File: config.mk
export PLATFORM = sky130hd
export DESIGN_NAME = pts_ctrl
export DESIGN_NICKNAME = d
export VERILOG_FILES = /design/src/process_table_scheduler_unit_macros.svh /design/src/pts_pkg.sv /design/src/pts_ctrl.sv
export SDC_FILE = /design/constraint.sdc
export NUM_CORES = 1
export LEC_CHECK = 0
export ABC_CLOCK_PERIOD_IN_PS = 1800
export BUFFER_PORTS_ARGS = -buffer_cell sky130_fd_sc_hd__buf_2
export CAP_MARGIN = 40
export CORE_AREA = 2 2 43 52
export DETAILED_ROUTE_END_ITERATION = 10
export DIE_AREA = 0 0 45 54
export PLACE_DENSITY = 0.76
export SYNTH_ARGS = -nofsm -noshare
export SYNTH_HDL_FRONTEND = slang
export SYNTH_SLANG_ARGS = --single-unit
File: constraint.sdc
create_clock -name clk -period 1.8 [get_ports clk]
set_input_delay 0.27 -clock clk [delete_from_list [all_inputs] [get_ports clk]]
set_output_delay 0.27 -clock clk [all_outputs]
set_load 0.02 [all_outputs]
File: src/process_table_scheduler_unit_macros.svh
// Assertion macros for the scheduler RTL.
// In synthesis builds they expand to nothing.
`ifndef PROCESS_TABLE_SCHEDULER_UNIT_MACROS_SVH
`define PROCESS_TABLE_SCHEDULER_UNIT_MACROS_SVH

`ifndef SYNTHESIS
`define PTS_ASSERT_IMPLY(label, clk, rst, ante, cons, msg) \
  label: assert property (@(posedge clk) disable iff (rst) (ante) |-> (cons)) \
    else $error(msg);
`define PTS_ASSERT_NEXT(label, clk, rst, ante, cons, msg) \
  label: assert property (@(posedge clk) disable iff (rst) (ante) |=> (cons)) \
    else $error(msg);
`else
`define PTS_ASSERT_IMPLY(label, clk, rst, ante, cons, msg)
`define PTS_ASSERT_NEXT(label, clk, rst, ante, cons, msg)
`endif

`endif

File: src/pts_pkg.sv
`default_nettype none
package pts_pkg;

  localparam int NUM_SLOTS_DEF = 64;

  // Request codes.
  localparam logic [2:0] REQ_ALLOC     = 3'd0;
  localparam logic [2:0] REQ_SET_STATE = 3'd1;
  localparam logic [2:0] REQ_SET_PRIO  = 3'd2;
  localparam logic [2:0] REQ_TICK      = 3'd3;
  localparam logic [2:0] REQ_PICK      = 3'd4;

  // Slot states.
  localparam logic [2:0] ST_UNUSED   = 3'd0;
  localparam logic [2:0] ST_USED     = 3'd1;
  localparam logic [2:0] ST_SLEEPING = 3'd2;
  localparam logic [2:0] ST_RUNNABLE = 3'd3;
  localparam logic [2:0] ST_RUNNING  = 3'd4;
  localparam logic [2:0] ST_ZOMBIE   = 3'd5;

  // Result status codes.
  localparam logic [1:0] STAT_OK       = 2'd0;
  localparam logic [1:0] STAT_NONE     = 2'd1;
  localparam logic [1:0] STAT_BAD_PRIO = 2'd2;
  localparam logic [1:0] STAT_NO_PID   = 2'd3;

  // Scheduling policies.
  localparam logic [1:0] POLICY_RR   = 2'd0;
  localparam logic [1:0] POLICY_FCFS = 2'd1;
  localparam logic [1:0] POLICY_DYN  = 2'd2;

  // Scan index sources.
  localparam logic [1:0] IDX_ZERO = 2'd0;
  localparam logic [1:0] IDX_SLOT = 2'd1;
  localparam logic [1:0] IDX_RR   = 2'd2;
  localparam logic [1:0] IDX_BEST = 2'd3;

  localparam logic [6:0] PRIO_INIT = 7'd60;
  localparam logic [6:0] PRIO_MAX  = 7'd100;
  localparam logic [3:0] NICE_DEF  = 4'd5;
  localparam logic [1:0] DIV_FIRST = 2'd3;

  localparam int ADDR_W = 3;

  // Commands from the controller to the datapath.
  typedef struct packed {
    logic       capture;
    logic       idx_load;
    logic [1:0] idx_sel;
    logic       idx_inc;
    logic       best_clr;
    logic       best_take;
    logic       best_cmp;
    logic       div_start;
    logic       div_step;
    logic       tick_inc;
    logic       alloc_wr;
    logic       state_wr;
    logic       prio_wr;
    logic       tick_wr;
    logic       pick_wr;
    logic       res_fail;
    logic [1:0] res_status;
    logic       out_load;
  } pts_cmd_t;

  // Status from the datapath to the controller.
  typedef struct packed {
    logic [2:0] req;
    logic [1:0] mode;
    logic       slot_bad;
    logic       prio_bad;
    logic       pid_zero;
    logic       scan_last;
    logic       free_hit;
    logic       pid_hit;
    logic       runnable;
    logic       fcfs_better;
    logic       div_last;
    logic       best_vld;
  } pts_stat_t;

endpackage
`default_nettype wire

File: src/pts_ctrl.sv
`default_nettype none
module pts_ctrl (
  input  wire logic               clk,
  input  wire logic               rst,
  input  wire logic               in_valid,
  output logic                    in_ready,
  input  wire logic               out_free,
  input  wire pts_pkg::pts_stat_t stat,
  output pts_pkg::pts_cmd_t       cmd
);

  typedef enum logic [3:0] {
    S_IDLE, S_DISPATCH, S_LOAD, S_EVAL, S_DIV, S_PRIO,
    S_FSEL, S_FLOAD, S_FEVAL, S_FDIV, S_FPRIO, S_DONE
  } state_t;

  state_t state, state_next;

  assign in_ready = (state == S_IDLE);

  // Next state and datapath commands.
  always_comb begin
    state_next = state;
    cmd = '0;
    case (state)
      S_IDLE: begin
        if (in_valid) begin
          cmd.capture = 1'b1;
          state_next = S_DISPATCH;
        end
      end
      S_DISPATCH: begin
        state_next = S_LOAD;
        cmd.idx_load = 1'b1;
        cmd.idx_sel = pts_pkg::IDX_ZERO;
        case (stat.req)
          pts_pkg::REQ_ALLOC: begin
          end
          pts_pkg::REQ_SET_STATE: begin
            cmd.idx_sel = pts_pkg::IDX_SLOT;
            if (stat.slot_bad) begin
              cmd.res_fail = 1'b1;
              cmd.res_status = pts_pkg::STAT_NONE;
              state_next = S_DONE;
            end
          end
          pts_pkg::REQ_SET_PRIO: begin
            if (stat.prio_bad) begin
              cmd.res_fail = 1'b1;
              cmd.res_status = pts_pkg::STAT_BAD_PRIO;
              state_next = S_DONE;
            end else if (stat.pid_zero) begin
              cmd.res_fail = 1'b1;
              cmd.res_status = pts_pkg::STAT_NO_PID;
              state_next = S_DONE;
            end
          end
          pts_pkg::REQ_TICK: begin
            cmd.tick_inc = 1'b1;
          end
          pts_pkg::REQ_PICK: begin
            cmd.best_clr = 1'b1;
            if (stat.mode == pts_pkg::POLICY_RR) begin
              cmd.idx_sel = pts_pkg::IDX_RR;
            end
          end
          default: begin
            cmd.res_fail = 1'b1;
            cmd.res_status = pts_pkg::STAT_OK;
            state_next = S_DONE;
          end
        endcase
      end
      S_LOAD: begin
        state_next = S_EVAL;
      end
      S_EVAL: begin
        case (stat.req)
          pts_pkg::REQ_ALLOC: begin
            if (stat.free_hit) begin
              cmd.alloc_wr = 1'b1;
              state_next = S_DONE;
            end else if (stat.scan_last) begin
              cmd.res_fail = 1'b1;
              cmd.res_status = pts_pkg::STAT_NONE;
              state_next = S_DONE;
            end else begin
              cmd.idx_inc = 1'b1;
              state_next = S_LOAD;
            end
          end
          pts_pkg::REQ_SET_STATE: begin
            cmd.state_wr = 1'b1;
            state_next = S_DONE;
          end
          pts_pkg::REQ_SET_PRIO: begin
            if (stat.pid_hit) begin
              cmd.prio_wr = 1'b1;
              state_next = S_DONE;
            end else if (stat.scan_last) begin
              cmd.res_fail = 1'b1;
              cmd.res_status = pts_pkg::STAT_NO_PID;
              state_next = S_DONE;
            end else begin
              cmd.idx_inc = 1'b1;
              state_next = S_LOAD;
            end
          end
          pts_pkg::REQ_TICK: begin
            cmd.tick_wr = 1'b1;
            if (stat.scan_last) begin
              cmd.res_fail = 1'b1;
              cmd.res_status = pts_pkg::STAT_OK;
              state_next = S_DONE;
            end else begin
              cmd.idx_inc = 1'b1;
              state_next = S_LOAD;
            end
          end
          pts_pkg::REQ_PICK: begin
            if (stat.mode == pts_pkg::POLICY_RR) begin
              if (stat.runnable) begin
                cmd.best_take = 1'b1;
                state_next = S_FSEL;
              end else if (stat.scan_last) begin
                cmd.res_fail = 1'b1;
                cmd.res_status = pts_pkg::STAT_NONE;
                state_next = S_DONE;
              end else begin
                cmd.idx_inc = 1'b1;
                state_next = S_LOAD;
              end
            end else if (stat.mode == pts_pkg::POLICY_FCFS) begin
              cmd.best_take = stat.runnable && stat.fcfs_better;
              if (!stat.scan_last) begin
                cmd.idx_inc = 1'b1;
                state_next = S_LOAD;
              end else if (stat.best_vld || stat.runnable) begin
                state_next = S_FSEL;
              end else begin
                cmd.res_fail = 1'b1;
                cmd.res_status = pts_pkg::STAT_NONE;
                state_next = S_DONE;
              end
            end else begin
              if (stat.runnable) begin
                cmd.div_start = 1'b1;
                state_next = S_DIV;
              end else if (!stat.scan_last) begin
                cmd.idx_inc = 1'b1;
                state_next = S_LOAD;
              end else if (stat.best_vld) begin
                state_next = S_FSEL;
              end else begin
                cmd.res_fail = 1'b1;
                cmd.res_status = pts_pkg::STAT_NONE;
                state_next = S_DONE;
              end
            end
          end
          default: begin
            cmd.res_fail = 1'b1;
            cmd.res_status = pts_pkg::STAT_OK;
            state_next = S_DONE;
          end
        endcase
      end
      S_DIV: begin
        cmd.div_step = 1'b1;
        if (stat.div_last) begin
          state_next = S_PRIO;
        end
      end
      S_PRIO: begin
        cmd.best_cmp = 1'b1;
        if (stat.scan_last) begin
          state_next = S_FSEL;
        end else begin
          cmd.idx_inc = 1'b1;
          state_next = S_LOAD;
        end
      end
      S_FSEL: begin
        cmd.idx_load = 1'b1;
        cmd.idx_sel = pts_pkg::IDX_BEST;
        state_next = S_FLOAD;
      end
      S_FLOAD: begin
        state_next = S_FEVAL;
      end
      S_FEVAL: begin
        cmd.div_start = 1'b1;
        state_next = S_FDIV;
      end
      S_FDIV: begin
        cmd.div_step = 1'b1;
        if (stat.div_last) begin
          state_next = S_FPRIO;
        end
      end
      S_FPRIO: begin
        cmd.pick_wr = 1'b1;
        state_next = S_DONE;
      end
      S_DONE: begin
        if (out_free) begin
          cmd.out_load = 1'b1;
          state_next = S_IDLE;
        end
      end
      default: begin
        state_next = S_IDLE;
      end
    endcase
  end

  // State register.
  always_ff @(posedge clk) begin
    if (rst) begin
      state <= S_IDLE;
    end else begin
      state <= state_next;
    end
  end

endmodule
`default_nettype wire

==> results of run 1 <==
-- what timing repair did --
action,in CTS,in global routing
gates resized for setup,13,14
hold buffers,0,0
buffers inserted,3,1
endpoints found under the setup margin,6,12
pin swaps,5,4
-- Yosys cell counts (2+ instances only) --
cell	number
sky130_fd_sc_hd__a211oi_1	2
sky130_fd_sc_hd__a21oi_1	11
sky130_fd_sc_hd__a21oi_4	2
sky130_fd_sc_hd__a311oi_1	2
sky130_fd_sc_hd__and2_1	2
sky130_fd_sc_hd__and3_1	3
sky130_fd_sc_hd__and4_1	2
sky130_fd_sc_hd__buf_2	4
sky130_fd_sc_hd__clkbuf_1	5
sky130_fd_sc_hd__dfxtp_1	4
sky130_fd_sc_hd__inv_1	4
sky130_fd_sc_hd__nand2_1	11
sky130_fd_sc_hd__nand2b_1	6
sky130_fd_sc_hd__nand3b_1	3
sky130_fd_sc_hd__nand4b_1	3
sky130_fd_sc_hd__nor2_1	11
sky130_fd_sc_hd__nor2b_1	4
sky130_fd_sc_hd__nor3_1	5
sky130_fd_sc_hd__nor4_1	2
sky130_fd_sc_hd__nor4b_1	3
sky130_fd_sc_hd__o21ai_0	5
sky130_fd_sc_hd__o31ai_1	2
sky130_fd_sc_hd__or3_1	3
sky130_fd_sc_hd__or4_1	2
-- worst max-delay path: cells and delay by family, from the launching register on --
kind | cells | cell delay, ns
compound gates | 2 | 0.17
buf+inv | 2 | 0.36
flops | 1 | 0.33
simple gates | 2 | 0.62
-- layout make-up --
cell class	instances	area, sq um
tap	20	25.0
multi-input combinational	107	762
timing repair buffer	58	379
fill	179	693
clock buffer	3	22.5
sequential	4	85.1
inverter	4	15.0
-- cells by family (layout without fill, tap and decap cells) --
family,count (synthesis),in the layout
and+or+nand+nor,67,67
AOI/OAI and AO/OA,39,39
buffers and inverters,14,65
DFF,4,4
muxes,1,1
-- worst max-delay path by stage --
stage                          to  slack [ns]  depth (start not counted)  startpoint
after CTS                  cmd[1]       -0.18                          4    state[3]
after global placement     cmd[1]        0.06                          4    state[2]
final                      cmd[3]       -0.20                          6    state[1]
after floorplan           cmd[13]       0.003                          4    state[1]
after detailed placement   cmd[3]        0.04                          6    state[2]
after global routing       cmd[3]       -0.27                          6    state[3]
-- through the flow --
stage                     setup TNS, ns  utilization, %  worst slack [ns]  power (mW)
after floorplan                       0               -           0.00342       0.405
after global placement                0            57.6            0.0623       0.539
after detailed placement              0            57.6            0.0389       0.556
after CTS                        -0.739            62.1            -0.184       0.717
after global routing              -1.60            65.0            -0.270       0.800
final                            -0.868            65.0            -0.205       0.748
-- layer usage --
layer  GRT usage, %  vias to the layer above  share of wire, %
met3           1.01                       12               3.9
met4           14.7                        0               2.7
met5              0                        -                 0
met2           43.8                       48                54
met1           28.4                      563                39
li1               -                      584                 -
-- power groups by stage --
stage / clock [mW] / sequential [mW] / combinational (mW)
2_1_floorplan: 0 / 0.111 / 0.294
3_3_place_gp: 0 / 0.112 / 0.428
3_5_place_dp: 0 / 0.112 / 0.443
4_1_cts: 0.125 / 0.112 / 0.480
5_1_grt: 0.136 / 0.118 / 0.547
6_report: 0.121 / 0.115 / 0.511
==> insert_results.sql, run 1 <==
INSERT INTO impl_metrics (metric_group, metric, value, unit) VALUES
('critical_path', 'cpPeakStageDelay', '0.55', 'ns'),
('yosys', 'synth_xor_xnor_area_share', '0', '%'),
('routing', 'vias', '1207', ''),
('clocking', 'clock_tree_root_buffer_cell', 'sky130_fd_sc_hd__clkbuf_4', ''),
('layout', 'instances_no_fill', '196', ''),
('critical_path', 'critical_path_at', '1.73', 'ns'),
('clocking', 'clockBufferDepth', '2', ''),
('layout', 'number_of_flip_flops_in_the_largest_register', '4', ''),
('layout', 'drive_above_1_share', '47.2', '%'),
('placed_design', 'post_dp_cell_area', '1140', 'sq um'),
('critical_path', 'worst-setup-path-type', 'flip-flop to primary output', ''),
('sta', 'setup_viol', '9', ''),
('sta', 'fmax', '499', 'MHz'),
('power', 'seq_power_share', '15.4', '%'),
('status', 'violations', 'setup timing', ''),
('yosys', 'synth-simple-area-share', '47.9', '%'),
('yosys', 'ys.flop_type', 'sky130_fd_sc_hd__dfxtp_1', ''),
('layout', 'nets', '197', ''),
('grt', 'grt_overflow', '0', ''),
('floorplanning', 'die_y', '54', 'um'),
('floorplanning', 'die_area', '2430', 'sq um'),
('power', 'power.internal', '0.412', 'mW'),
('sta', 'fin_ws', '-0.205', 'ns'),
('critical_path', 'r2r_cells', '6', ''),
('floorplanning', 'total_core_area', '1980', 'sq um'),
('critical_path', 'worst_ep_required_time', '1.53', 'ns'),
('routing', 'drc_errors', '0', ''),
('clocking', 'clk_lat_worst_skew', '0.24', 'ns'),
('yosys', 'synth_top_cell_area_share', '9.48', '%'),
('power', 'power.net_switching', '0.336', 'mW'),
('power', 'vdd_ir_drop_max', '307', 'uV'),
('routing', 'route.detailed.vias_per_inst', '6.16', ''),
('power', 'clock_power_share', '16.2', '%'),
('hold_path', 'hp-class', 'input port to flip-flop', ''),
('yosys', 'ys_warn_count', '0', ''),
('clocking', 'clock-sinks', '4', ''),
('clocking', 'clock_tree.htree_level_count', '1', ''),
('critical_path', 'setup.worst_path.start_class', 'flip-flop', ''),
('critical_path', 'critical_path.reg2reg.endpoint', 'state[3]', ''),
('clocking', 'clkSlewWorstSetupHoldPaths', '0.05', 'ns'),
('grt', 'grt_max_degree', '24', ''),
('layout', 'area.growth.synth_to_final', '52.6', '%'),
('layout', 'max_flop_register', 'state', ''),
('clocking', 'clock_buffers_created_by_tritoncts', '3', ''),
('sta', 'final-max-slew-violation-count', '0', ''),
('floorplanning', 'die-width', '45', 'um'),
('sta', 'holdWs', '0.267', 'ns'),
('yosys', 'ys_top_cells_by_area', 'sky130_fd_sc_hd__dfxtp_1, sky130_fd_sc_hd__a21oi_1, sky130_fd_sc_hd__nand2_1', ''),
('routing', 'antenna_nets_post_route', '0', ''),
('critical_path', 'worst_setup_end_kind', 'primary output', ''),
('sta', 'hold_viol', '0', ''),
('yosys', 'synthArstFlopShare', '0', '%'),
('sta', 'final.period_utilization', '111', '%'),
('yosys', 'syn-instance-count', '125', ''),
('yosys', 'synth-compound-area-share', '33.8', '%'),
('sta', 'rsz0062_at_grt', 'true', ''),
('critical_path', 'r2r_start', 'state[1]', ''),
('placed_design', 'place.detailed.hpwl', '2120', 'um'),
('placed_design', 'gp_congestion', '0.884', ''),
('sta', 'setup_skew_after_layout', '0.00663', 'ns'),
('grt', 'grt_antenna_before_repair', '0', ''),
('yosys', 'yosys_register_bits', '4', ''),
('placed_design', 'dp.cells', '189', ''),
('critical_path', 'timing.critical_path.slowest_stage_cell', 'sky130_fd_sc_hd__or4b_4', ''),
('status', 'status', 'finished with violations', ''),
('yosys', 'yosys.area_share.adder', '0', '%'),
('routing', 'detailedRoute.firstIterationViolations', '49', ''),
('grt', 'wire_length_of_the_first_global_routing_pass', '4490', 'um'),
('job', 'max_cap_viol_count', '0', ''),
('yosys', 'mappedNetlistNets', '144', ''),
('layout', 'postLayoutCellArea', '1290', 'sq um');
(Power assumes the default switching activity.)
==> inputs of run 2 (changes only) <==
PLACE_DENSITY = 0.8   (was 0.76)
==> insert_results.sql, run 2 (synthesized netlist as in run 1, its figures left out) <==
INSERT INTO impl_metrics (metric_group, metric, value, unit) VALUES
('placed_design', 'io_buffer_count', '39', ''),
('clocking', 'clock_tree.htree_level_count', '1', ''),
('power', 'power-per-cell-area', '582', 'nW/um^2'),
('routing', 'vias', '1186', ''),
('critical_path', 'timing.critical_path.slowest_stage_cell', 'sky130_fd_sc_hd__or4b_4', ''),
('sta', 'setup_skew_after_layout', '0.00588', 'ns'),
('clocking', 'clockBufferDepth', '2', ''),
('floorplanning', 'die_area', '2430', 'sq um'),
('critical_path', 'worst_setup_end_kind', 'primary output', ''),
('power', 'total_leakage_power', '0.568', 'nW'),
('routing', 'antenna_nets_post_route', '0', ''),
('sta', 'setup_viol', '10', ''),
('hold_path', 'hp-class', 'input port to flip-flop', ''),
('critical_path', 'cpPeakStageDelay', '0.54', 'ns'),
('layout', 'n_antenna_cell', '0', ''),
('routing', 'detailedRoute.firstIterationViolations', '28', ''),
('layout', 'area.growth.synth_to_final', '46.5', '%'),
('critical_path', 'crit_family', 'simple AND/OR/NAND/NOR gates', ''),
('grt', 'grt_pass1_vias', '1011', ''),
('clocking', 'cts_tree', 'yes', ''),
('routing', 'drtPass1Iterations', '4', ''),
('clocking', 'clk_lat_worst_skew', '0.25', 'ns'),
('floorplanning', 'io-pin-count', '40', ''),
('layout', 'layout.cells.most_common', 'sky130_fd_sc_hd__buf_2', ''),
('layout', 'number_of_flip_flops_in_the_largest_register', '4', ''),
('critical_path', 'critical_path_at', '1.71', 'ns'),
('floorplanning', 'die-width', '45', 'um'),
('layout', 'most_frequent_cells_in_the_layout', 'sky130_fd_sc_hd__buf_2, sky130_fd_sc_hd__buf_4, sky130_fd_sc_hd__nand2_1', ''),
('critical_path', 'setup.worst_path.start_class', 'flip-flop', ''),
('placed_design', 'place.detailed.hpwl', '2090', 'um'),
('floorplanning', 'initial_utilization', '42.6', '%'),
('routing', 'drc_errors', '0', ''),
('sta', 'timing_worst_slew_pin_value', '0.373', 'ns'),
('sta', 'fin_ws', '-0.184', 'ns'),
('critical_path', 'worst_ep_required_time', '1.53', 'ns'),
('floorplanning', 'total_core_area', '1980', 'sq um'),
('sta', 'timing.slew.headroom', '74.8', '%'),
('layout', 'reg.largest.list', 'state (4)', ''),
('sta', 'rsz0062_at_grt', 'true', ''),
('layout', 'max_flop_register', 'state', ''),
('grt', 'grt_antenna_before_repair', '0', ''),
('clocking', 'clkSlewWorstSetupHoldPaths', '0.04', 'ns'),
('status', 'violations', 'setup timing', ''),
('grt', 'grt_overflow', '0', ''),
('grt', 'track_usage', '24.1', '%'),
('job', 'max_cap_viol_count', '0', ''),
('clocking', 'clock_buffers_created_by_tritoncts', '3', ''),
('critical_path', 'worst-setup-path-type', 'flip-flop to primary output', ''),
('critical_path', 'crit_chain', 'or4b_4 -> or3_1 -> o31ai_1 -> buf_2', ''),
('sta', 'fmax', '504', 'MHz'),
('sta', 'final.period_utilization', '110', '%'),
('grt', 'grt_max_degree', '24', ''),
('routing', 'detail_route.wl_per_cell', '14.4', 'um'),
('routing', 'route.detailed.vias_per_inst', '6.08', ''),
('sta', 'fin_tns_setup', '-0.790', 'ns'),
('clocking', 'hold_buffers', '0', ''),
('power', 'vdd_ir_drop_max', '349', 'uV'),
('layout', 'drive_above_1_share', '44.0', '%'),
('routing', 'finalWirelength', '2810', 'um'),
('clocking', 'clock_tree_root_buffer_cell', 'sky130_fd_sc_hd__clkbuf_4', ''),
('layout', 'fillers', '173', ''),
('critical_path', 'path_buf_inv', '1', ''),
('sta', 'hold_viol', '0', ''),
('clocking', 'clock-sinks', '4', ''),
('status', 'status', 'finished with violations', ''),
('floorplanning', 'die_y', '54', 'um'),
('grt', 'wire_length_of_the_first_global_routing_pass', '4370', 'um'),
('layout', 'final_core_util', '62.4', '%'),
('sta', 'final-max-slew-violation-count', '0', ''),
('layout', 'nets', '196', ''),
('sta', 'layout_min_cycle_time', '1.98', 'ns'),
('critical_path', 'worstPathMaxFanout', '4', ''),
('placed_design', 'gp_congestion', '0.850', ''),
('floorplanning', 'placement_rows', '18', '');
[run 2: what timing repair did]
item / CTS / global route
buffers inserted: 4 / 2
gates cloned: 0 / 0
pin swaps: 5 / 1
gates resized for setup: 8 / 5
endpoints found under the setup margin: 9 / 11
[run 2: area by class of cell]
cell class              count  area [sq um]  area share [%]
multi-input cells         107           736            59.5
repair buffers             57           354            28.6
inverters                   4          15.0            1.21
clock buffers               3          22.5            1.82
well taps                  20          25.0            2.02
flip-flops and latches      4          85.1            6.88
[run 2: metal layers]
| layer | vias up | wire length (um) | part of all wire [%] | global-route usage (%) |
|---|---|---|---|---|
| met4 | 0 | 26 | 0.92 | 6.86 |
| met5 | - | 0 | 0 | 0 |
| li1 | 580 | - | - | - |
| met1 | 546 | 1150 | 41 | 30.1 |
| met2 | 56 | 1440 | 51 | 40.2 |
| met3 | 4 | 197 | 7.0 | 6.38 |
[run 2: worst paths after layout]
check	to	slack, ns	from	cells after the start
worst max-delay path	cmd[1]	-0.18	state[1]	4
worst min-delay path	state[2]	0.27	rst	2
worst max register to register	state[3]	0.14	state[1]	6
worst min register to register	state[2]	0.69	state[2]	3
[run 2: per-stage QoR]
step / cell area (sq um) / power [mW] / hold WS, ns / setup WS (ns) / cells
after floorplan: 860 / 0.405 / 0.339 / 0.00342 / 125
after global placement: 1130 / 0.542 / 0.512 / 0.0857 / 186
after detailed placement: 1130 / 0.558 / 0.527 / 0.0403 / 186
after CTS: 1210 / 0.696 / 0.265 / -0.185 / 193
after global routing: 1240 / 0.771 / 0.276 / -0.246 / 195
final: 1240 / 0.720 / 0.274 / -0.184 / 195
[run 2: where the power goes]
part	internal [mW]	switching (mW)	total (mW)
registers	0.105	0.0128	0.117
clock network	0.0750	0.0431	0.118
logic	0.224	0.261	0.485
total	0.403	0.317	0.720
